[config.mk]
export PLATFORM = sky130hd
export DESIGN_NAME = iopb_ctrl
export DESIGN_NICKNAME = d
export VERILOG_FILES = /design/src/sv/iopb_pkg.sv /design/src/sv/iopb_ctrl.sv
export SDC_FILE = /design/constraint.sdc
export NUM_CORES = 1
export LEC_CHECK = 0
export BUFFER_PORTS_ARGS = -buffer_cell sky130_fd_sc_hd__buf_2
export CAP_MARGIN = 20
export CORE_AREA = 2 2 39 41
export DETAILED_ROUTE_END_ITERATION = 16
export DIE_AREA = 0 0 41 43
export GPL_TIMING_DRIVEN = 0
export PLACE_DENSITY = 0.53
export SLEW_MARGIN = 40
export SYNTH_ARGS = -nofsm -noshare
export SYNTH_HDL_FRONTEND = slang
export SYNTH_SLANG_ARGS = --single-unit
[constraint.sdc]
create_clock -name clk_i -period 2 [get_ports clk_i]
set_input_delay 0.4 -clock clk_i [delete_from_list [all_inputs] [get_ports clk_i]]
set_output_delay 0.4 -clock clk_i [all_outputs]
set_load 0.05 [all_outputs]
[src/sv/iopb_pkg.sv]
// Shared types and constants for the I/O port permission bitmap.
// Used by the channel interfaces, the controller, the datapath and the top level.
package iopb_pkg;

  localparam int unsigned KIND_W  = 2;
  localparam int unsigned TASK_W  = 2;
  localparam int unsigned PORT_W  = 16;
  localparam int unsigned WIDTH_W = 8;
  localparam int unsigned STS_W   = 2;

  // request kinds
  localparam logic [KIND_W-1:0] KIND_GRANT = 2'd0;
  localparam logic [KIND_W-1:0] KIND_DENY  = 2'd1;
  localparam logic [KIND_W-1:0] KIND_CHECK = 2'd2;
  localparam logic [KIND_W-1:0] KIND_RSVD  = 2'd3;

  // status codes
  localparam logic [STS_W-1:0] STS_OK     = 2'd0;
  localparam logic [STS_W-1:0] STS_RANGE  = 2'd1;
  localparam logic [STS_W-1:0] STS_DENIED = 2'd2;
  localparam logic [STS_W-1:0] STS_WIDTH  = 2'd3;

  typedef enum logic [2:0] {
    S_CLEAR,
    S_IDLE,
    S_STEP,
    S_MOD,
    S_DONE
  } state_e;

  // controller -> datapath
  typedef struct packed {
    logic clr_step;  // write one all-ones byte of the clearing pass
    logic load;      // capture the request word
    logic rd;        // read the current bitmap byte
    logic modify;    // write back or test the byte, advance to the next one
    logic out_load;  // move the status into the output register
  } cmd_t;

  // datapath -> controller
  typedef struct packed {
    logic clr_last;  // last byte of the clearing pass
    logic pre_fail;  // request word fails the kind/width/range/task tests
    logic more;      // bytes left in the range
    logic out_free;  // output register can take a word this cycle
  } sts_t;

endpackage

[src/sv/iopb_ctrl.sv]
// Sequencer for the permission bitmap: clearing pass, request intake,
// per-byte read-modify-write steps and result hand-off. Depends on iopb_pkg.
module iopb_ctrl import iopb_pkg::*; (
  input  logic clk_i,
  input  logic rst_ni,
  input  logic in_valid_i,
  output logic in_ready_o,
  input  sts_t sts_i,
  output cmd_t cmd_o
);

  state_e state_q, state_d;

  always_ff @(posedge clk_i or negedge rst_ni) begin
    if (!rst_ni) begin
      state_q <= S_CLEAR;
    end else begin
      state_q <= state_d;
    end
  end

  always_comb begin
    state_d = state_q;
    case (state_q)
      S_CLEAR: begin
        if (sts_i.clr_last) state_d = S_IDLE;
      end
      S_IDLE: begin
        if (in_valid_i) state_d = sts_i.pre_fail ? S_DONE : S_STEP;
      end
      S_STEP: begin
        state_d = sts_i.more ? S_MOD : S_DONE;
      end
      S_MOD: begin
        state_d = S_STEP;
      end
      S_DONE: begin
        if (sts_i.out_free) state_d = S_IDLE;
      end
      default: state_d = S_CLEAR;
    endcase
  end

  always_comb begin
    cmd_o      = '0;
    in_ready_o = 1'b0;
    case (state_q)
      S_CLEAR: cmd_o.clr_step = 1'b1;
      S_IDLE: begin
        in_ready_o = 1'b1;
        cmd_o.load = in_valid_i;
      end
      S_STEP:  cmd_o.rd = sts_i.more;
      S_MOD:   cmd_o.modify = 1'b1;
      S_DONE:  cmd_o.out_load = sts_i.out_free;
      default: cmd_o = '0;
    endcase
  end

endmodule

==> metrics.csv, run 1 <==
stage,metric,value,unit
finish,drive_gt1_share,50.0,%
logic_synthesis,seq_area_frac_synth,29.1,%
route,drc,0,
timing,setup_viol_count_final,0,
logic_synthesis,synthTopCellsByCount,"4 x nor2_1, 3 x dfrtp_1",
pwr,leakage,0.189,nW
place,port-buffer-count,12,
place,gp_congestion,0.718,
logic_synthesis,async_flop_share,100,%
place,placed_area,349,um^2
logic_synthesis,syn-mean-instance-area,9.55,um^2
timing,final_hold_viol_count,0,
setup_path,worstPathCellList,buf_6 -> and4bb_4 -> buf_2,
min_path,hp-class,in2reg,
finish,instances_no_fill,60,
setup_path,cp_slowest_cell,dfrtp_1,
route,dr.pass1.iters,2,
finish,nets,52,
place,placed_cells,55,
die,io_pins,13,
setup_path,cp_num_cells,3,
route,drtIter0Drc,2,
pwr,finalPower,0.766,mW
logic_synthesis,synth_nets,34,
status,status,finished clean,
setup_path,path_class,reg2out,
route,antenna_left,0,
die,dieArea,1760,um^2
cts,htreeDepth,1,
timing,slew_headroom,81.6,%
setup_path,worst-endpoint-arrival,1.34,ns
logic_synthesis,syn_inst,27,
route,wirelength,581,um
route,viasPerCell,4.30,
logic_synthesis,synth_area_leaders,"dfrtp_1 29%, a221oi_4 10%, and4bb_4 6.3%, nor2_1 5.8%, and2_1 4.9%",
cts,cts_made_buffers,3,
place,dpl.hpwl,421,um
timing,finalCriticalPeriod,1.74,ns
setup_path,cp.required,1.60,ns
global_routing,grt_start_max_net_pins,11,
logic_synthesis,ys_types,18,
pwr,powerDensity,1990,nW/um^2
global_routing,grtUsageTotal,10.4,%
finish,synthToLayoutAreaGrowth,49.5,%
setup_path,crit_path_max_incr_delay,0.36,ns
finish,fill_cells,152,
route,met3WireLength,34,um
timing,setup_tns,0,ns
setup_path,crit_family,buffers and inverters,
timing,tightest_slew,0.275,ns
cts,clockBufferDepth,2,
cts,clk_pin_slew,0.04,ns
cts,cts_tree,done,
run,drv_cap,0,
die,die_w,41,um
timing,rsz0062_at_grt,no,
global_routing,grt_pass1_wl,1.12,mm
route,met1_length,250,um
setup_path,critPathMaxFanout,10,
logic_synthesis,synth_top_area_cell,dfrtp_1,
route,drt-wirelength-per-cell,9.68,um
setup_path,path_buf_inv,2,
timing,finClkSkew,0.00221,ns
die,die_y,43,um
global_routing,grt_pass1_vias,257,
logic_synthesis,syn-cell-area,258,um^2
finish,final_cell_area,385,um^2
pwr,ir_drop,0.533,mV
setup_path,rr_worst_depth,4,
route,met2WireLength,276,um
finish,largestRegisters,state_q (3),
timing,post-route-period-util,87.2,%
cts,clk_latency,0.24,ns
logic_synthesis,synth_flop_cell,dfrtp_1,
setup_path,crit_path_end_kind,output pin,
global_routing,overflow,0,
logic_synthesis,synth_seq_cells,3,
timing,drv_slew,0,
finish,antenna_cells,0,
cts,root_buffer,clkbuf_4,
logic_synthesis,synth.most_common_cell,nor2_1,
route,dr.max_layer_used,met4,
cts,cts.sinks,3,
logic_synthesis,synth_warnings,0,
min_path,holdPathStages,2,
die,core,1380,um^2
timing,max_freq,0.573,GHz
setup_path,cp-start-kind,register,
die,initial_utilization,18.6,%
logic_synthesis,synth_edf_count,0,
die,rows,14,
finish,largest_reg_flops,3,
logic_synthesis,synth_top_area_share,29.1,%
route,vias,258,
global_routing,antenna_found_initial,0,
finish,top_register,state_q,
## power breakdown
group | switching, mW | internal [mW]
clock | 0.0334 | 0.0749
combinational | 0.337 | 0.203
sequential | 0.0287 | 0.0889
total | 0.399 | 0.367
## placed cells by master (no fill, tap or decap)
master         netlist  final
a21o_1               1      1
a21oi_1              1      1
a221oi_4             1      1
and2_1               2      2
and4bb_2             1      1
and4bb_4             1      1
buf_2                0     12
buf_4                1      1
buf_6                1      1
clkbuf_1             0      1
clkbuf_4             0      3
dfrtp_1              3      3
dlygate4sd3_1        0      1
inv_1                2      2
mux2_2               1      1
nand2b_1             2      2
nor2_1               4      4
nor2b_1              1      1
nor3_1               1      1
nor3b_4              0      1
o22ai_1              2      2
or3_1                1      1
## kinds of logic (layout without fill, tap and decap cells)
group,count (synthesis),count (layout),synth area share [%]
compound gates,5,5,19.9
mux,1,1,4.37
buf+inv,4,21,10.2
flops,3,3,29.1
simple gates,14,14,36.4
## cell type report
cell class	count	area [um^2]	area share [%]
Clock buffer	4	26.3	6.82
Multi-Input combinational cell	20	168	43.5
Tap cell	16	20.0	5.19
Buffer	2	18.8	4.87
Sequential cell	3	75.1	19.5
Inverter	2	7.51	1.95
Timing Repair Buffer	13	70.1	18.2
## what timing repair did
item | in CTS | in global routing
hold buffers | 1 | 0
resized for setup | 0 | 0
buffers inserted | 0 | 0
hold endpoints to repair | 3 | 0
## stage by stage
| stage | util [%] | worst slack, ns | hold WS [ns] |
|---|---|---|---|
| finish | 27.8 | 0.255 | 0.394 |
| global route | 27.8 | 0.197 | 0.409 |
| CTS | 27.8 | 0.239 | 0.385 |
| detailed placement | 25.2 | 0.496 | 0.200 |
| global placement | 25.2 | 0.501 | 0.197 |
| floorplan | - | 0.0253 | 0.104 |
## path summary, 6_finish.rpt
kind,startpoint,end,slack [ns]
worst min-delay path,in_valid_i,state_q[0],0.39
worst max-delay path,state_q[1],cmd_o[0],0.26
worst min register to register,state_q[1],state_q[0],0.67
max in group asynchronous,rst_ni,state_q[2],1.41
min in group asynchronous,rst_ni,state_q[0],0.48
worst max register to register,state_q[0],state_q[2],0.79
## metal layers
layer,vias up,track usage (%)
li1,128,-
met1,118,12.0
met2,10,12.2
met3,2,4.71
met4,0,12.0
met5,-,0
Power figures use the tool's default switching activity.
==> run 2, diff against run 1 <==
clock period = 2.2 ns   (was 2 ns; I/O delays follow)
==> run 2 against run 1 <==
Sequential power shrank 14%. Count of clock-buffer cells in the layout is the same. First-iteration DRC count shrank 100%. Hold slack gained 0.045 ns. Clock skew grew 0.0023 ns. Clock power shrank 10%. Utilization shrank 0.45 points. Sequential share of layout area grew 0.32 points. Cell area shrank 1.6%. Setup slack gained 0.17 ns. Combinational power shrank 11%. Cell count is the same. Critical endpoint unchanged. Highest routed layer is now met3.
==> metrics.csv, run 2 (synthesis results as in run 1) <==
stage,metric,value,unit,change
status,status,finished clean,,
finish,top_register,state_q,,
cts,root_buffer,clkbuf_4,,
pwr,ir_drop,0.574,mV,+7.8%
run,drv_cap,0,,unchanged
finish,largest_reg_flops,3,,unchanged
pwr,comb_power_share,70.6,%,about the same
pwr,p_int,0.324,mW,-12%
finish,nets,52,,unchanged
die,io_pins,13,,unchanged
die,initial_utilization,18.6,%,unchanged
die,die_w,41,um,unchanged
finish,largestRegisters,state_q (3),,
global_routing,antenna_found_initial,0,,unchanged
die,die_y,43,um,unchanged
setup_path,crit_path_end_kind,output pin,,
place,gp_congestion,0.702,,-2.2%
route,antenna_left,0,,unchanged
route,dr.pass1.iters,1,,-1
setup_path,cp-start-kind,register,,
die,core,1380,um^2,unchanged
global_routing,grt_pass1_wl,972,um,-14%
pwr,p_switching,0.354,mW,-11%
timing,finalCriticalPeriod,1.77,ns,
min_path,holdPathStages,2,,unchanged
timing,finClkSkew,0.00447,ns,+0.00226 ns
timing,post-route-period-util,80.6,%,
die,dieArea,1760,um^2,unchanged
pwr,clkPwrFrac,14.3,%,+0.2 points
timing,layout_setup_ws,0.426,ns,+0.171 ns
pwr,powerDensity,1790,nW/um^2,-10%
timing,tightest_slew,0.250,ns,-0.0253 ns
finish,drive_gt1_share,50.0,%,unchanged
cts,cts_tree,done,,
cts,clk_pin_slew,0.04,ns,about the same
route,wirelength,523,um,-10%
timing,setup_tns,0,ns,unchanged
timing,slew_headroom,83.3,%,+1.7 points
finish,most-common-layout-cells,"12 x buf_2, 4 x nor2_1, 3 x clkbuf_4, 3 x dfrtp_1",,
min_path,hp-class,in2reg,,
global_routing,grtUsageTotal,8.84,%,-1.5 points
cts,cts_made_buffers,3,,unchanged
cts,htreeDepth,1,,unchanged
global_routing,grt_start_max_net_pins,11,,unchanged
die,rows,14,,unchanged
setup_path,cp.required,1.76,ns,+0.16 ns
cts,cts-resized-gates,0,,unchanged
pwr,pwr-share-seq,15.1,%,-0.3 points
pwr,leakage,0.188,nW,about the same
setup_path,worst-endpoint-arrival,1.33,ns,about the same
global_routing,overflow,0,,unchanged
place,place_ws,0.668,ns,+0.172 ns
finish,post-route-util,27.4,%,-0.45 points
timing,drv_slew,0,,unchanged
route,drt-wirelength-per-cell,8.72,um,-10%
setup_path,critPathMaxFanout,10,,unchanged
finish,fill_cells,155,,+2.0%
finish,synthToLayoutAreaGrowth,47.1,%,
setup_path,path_class,reg2out,,
place,port-buffer-count,12,,unchanged
finish,mostFrequentLayoutCell,buf_2,,
route,drtIter0Drc,0,,-2
timing,max_freq,0.564,GHz,
pwr,sw_frac_of_total,52.2,%,+0.15 points
timing,setup_viol_count_final,0,,unchanged
cts,clk_latency,0.23,ns,about the same
setup_path,rr_worst_depth,4,,unchanged
route,viasPerCell,3.95,,-8.1%
global_routing,grt_pass1_vias,250,,-2.7%
finish,antenna_cells,0,,unchanged
cts,clockBufferDepth,2,,unchanged
timing,timing.hold.ws,0.439,ns,+0.0455 ns
route,vias,237,,-8.1%
route,drc,0,,unchanged
timing,rsz0062_at_grt,no,,
timing,final_hold_viol_count,0,,unchanged
cts,cts.sinks,3,,unchanged
==> run 2: cell types whose count changed in the layout (fill, tap and decap cells not counted) <==
| cell | change |
|---|---|
| nor3b_4 | -1 |
| nor3b_2 | +1 |
==> run 2: power by group through the flow <==
stage / Clock, mW / Combinational (mW) / Sequential, mW
final: 0.0967 / 0.479 / 0.102
after global routing: 0.113 / 0.518 / 0.108
after CTS: 0.102 / 0.485 / 0.104
after detailed placement: 0 / 0.483 / 0.105
after global placement: 0 / 0.481 / 0.105
after floorplan: 0 / 0.403 / 0.0989
==> run 2: stage by stage <==
stage,std cells,instance area (um^2),power [mW]
floorplan,27,263,0.502
global placement,55,343,0.586
detailed placement,55,343,0.588
CTS,60,379,0.691
global route,60,379,0.738
finish,60,379,0.678
==> run 2: layout make-up <==
type	count	area, um^2	share of cell area, %
Multi-Input combinational cell	20	161	42.6
Sequential cell	3	75.1	19.8
Timing Repair Buffer	13	70.1	18.5
Clock buffer	4	26.3	6.93
Tap cell	16	20.0	5.28
Buffer	2	18.8	4.95
Inverter	2	7.51	1.98
==> run 2: worst paths after layout <==
check                            from          to  slack, ns
max in group asynchronous      rst_ni  state_q[2]       1.56
min in group asynchronous      rst_ni  state_q[1]       0.53
hold / removal             in_valid_i  state_q[0]       0.44
setup reg to reg           state_q[0]  state_q[0]       0.97
hold reg to reg            state_q[1]  state_q[0]       0.68
setup / recovery           state_q[1]    cmd_o[0]       0.43
==> run 2: worst max-delay path, stage by stage (launching register included) <==
cell,delay [ns]
dfrtp_1,0.36
buf_6,0.13
and4bb_4,0.34
buf_2,0.26
==> run 2: timing repair <==
action	4_1_cts	5_1_grt
hold buffers	1	0
buffers inserted	0	0
endpoints found under the hold margin	3	0
==> run 2: layer usage <==
metal | GRT usage (%) | vias up | part of all wire (%)
li1 | - | 128 | -
met5 | 0 | - | 0
met1 | 10.3 | 102 | 42
met4 | 10.0 | 0 | 0
met2 | 10.9 | 7 | 52
met3 | 3.14 | 0 | 5.7
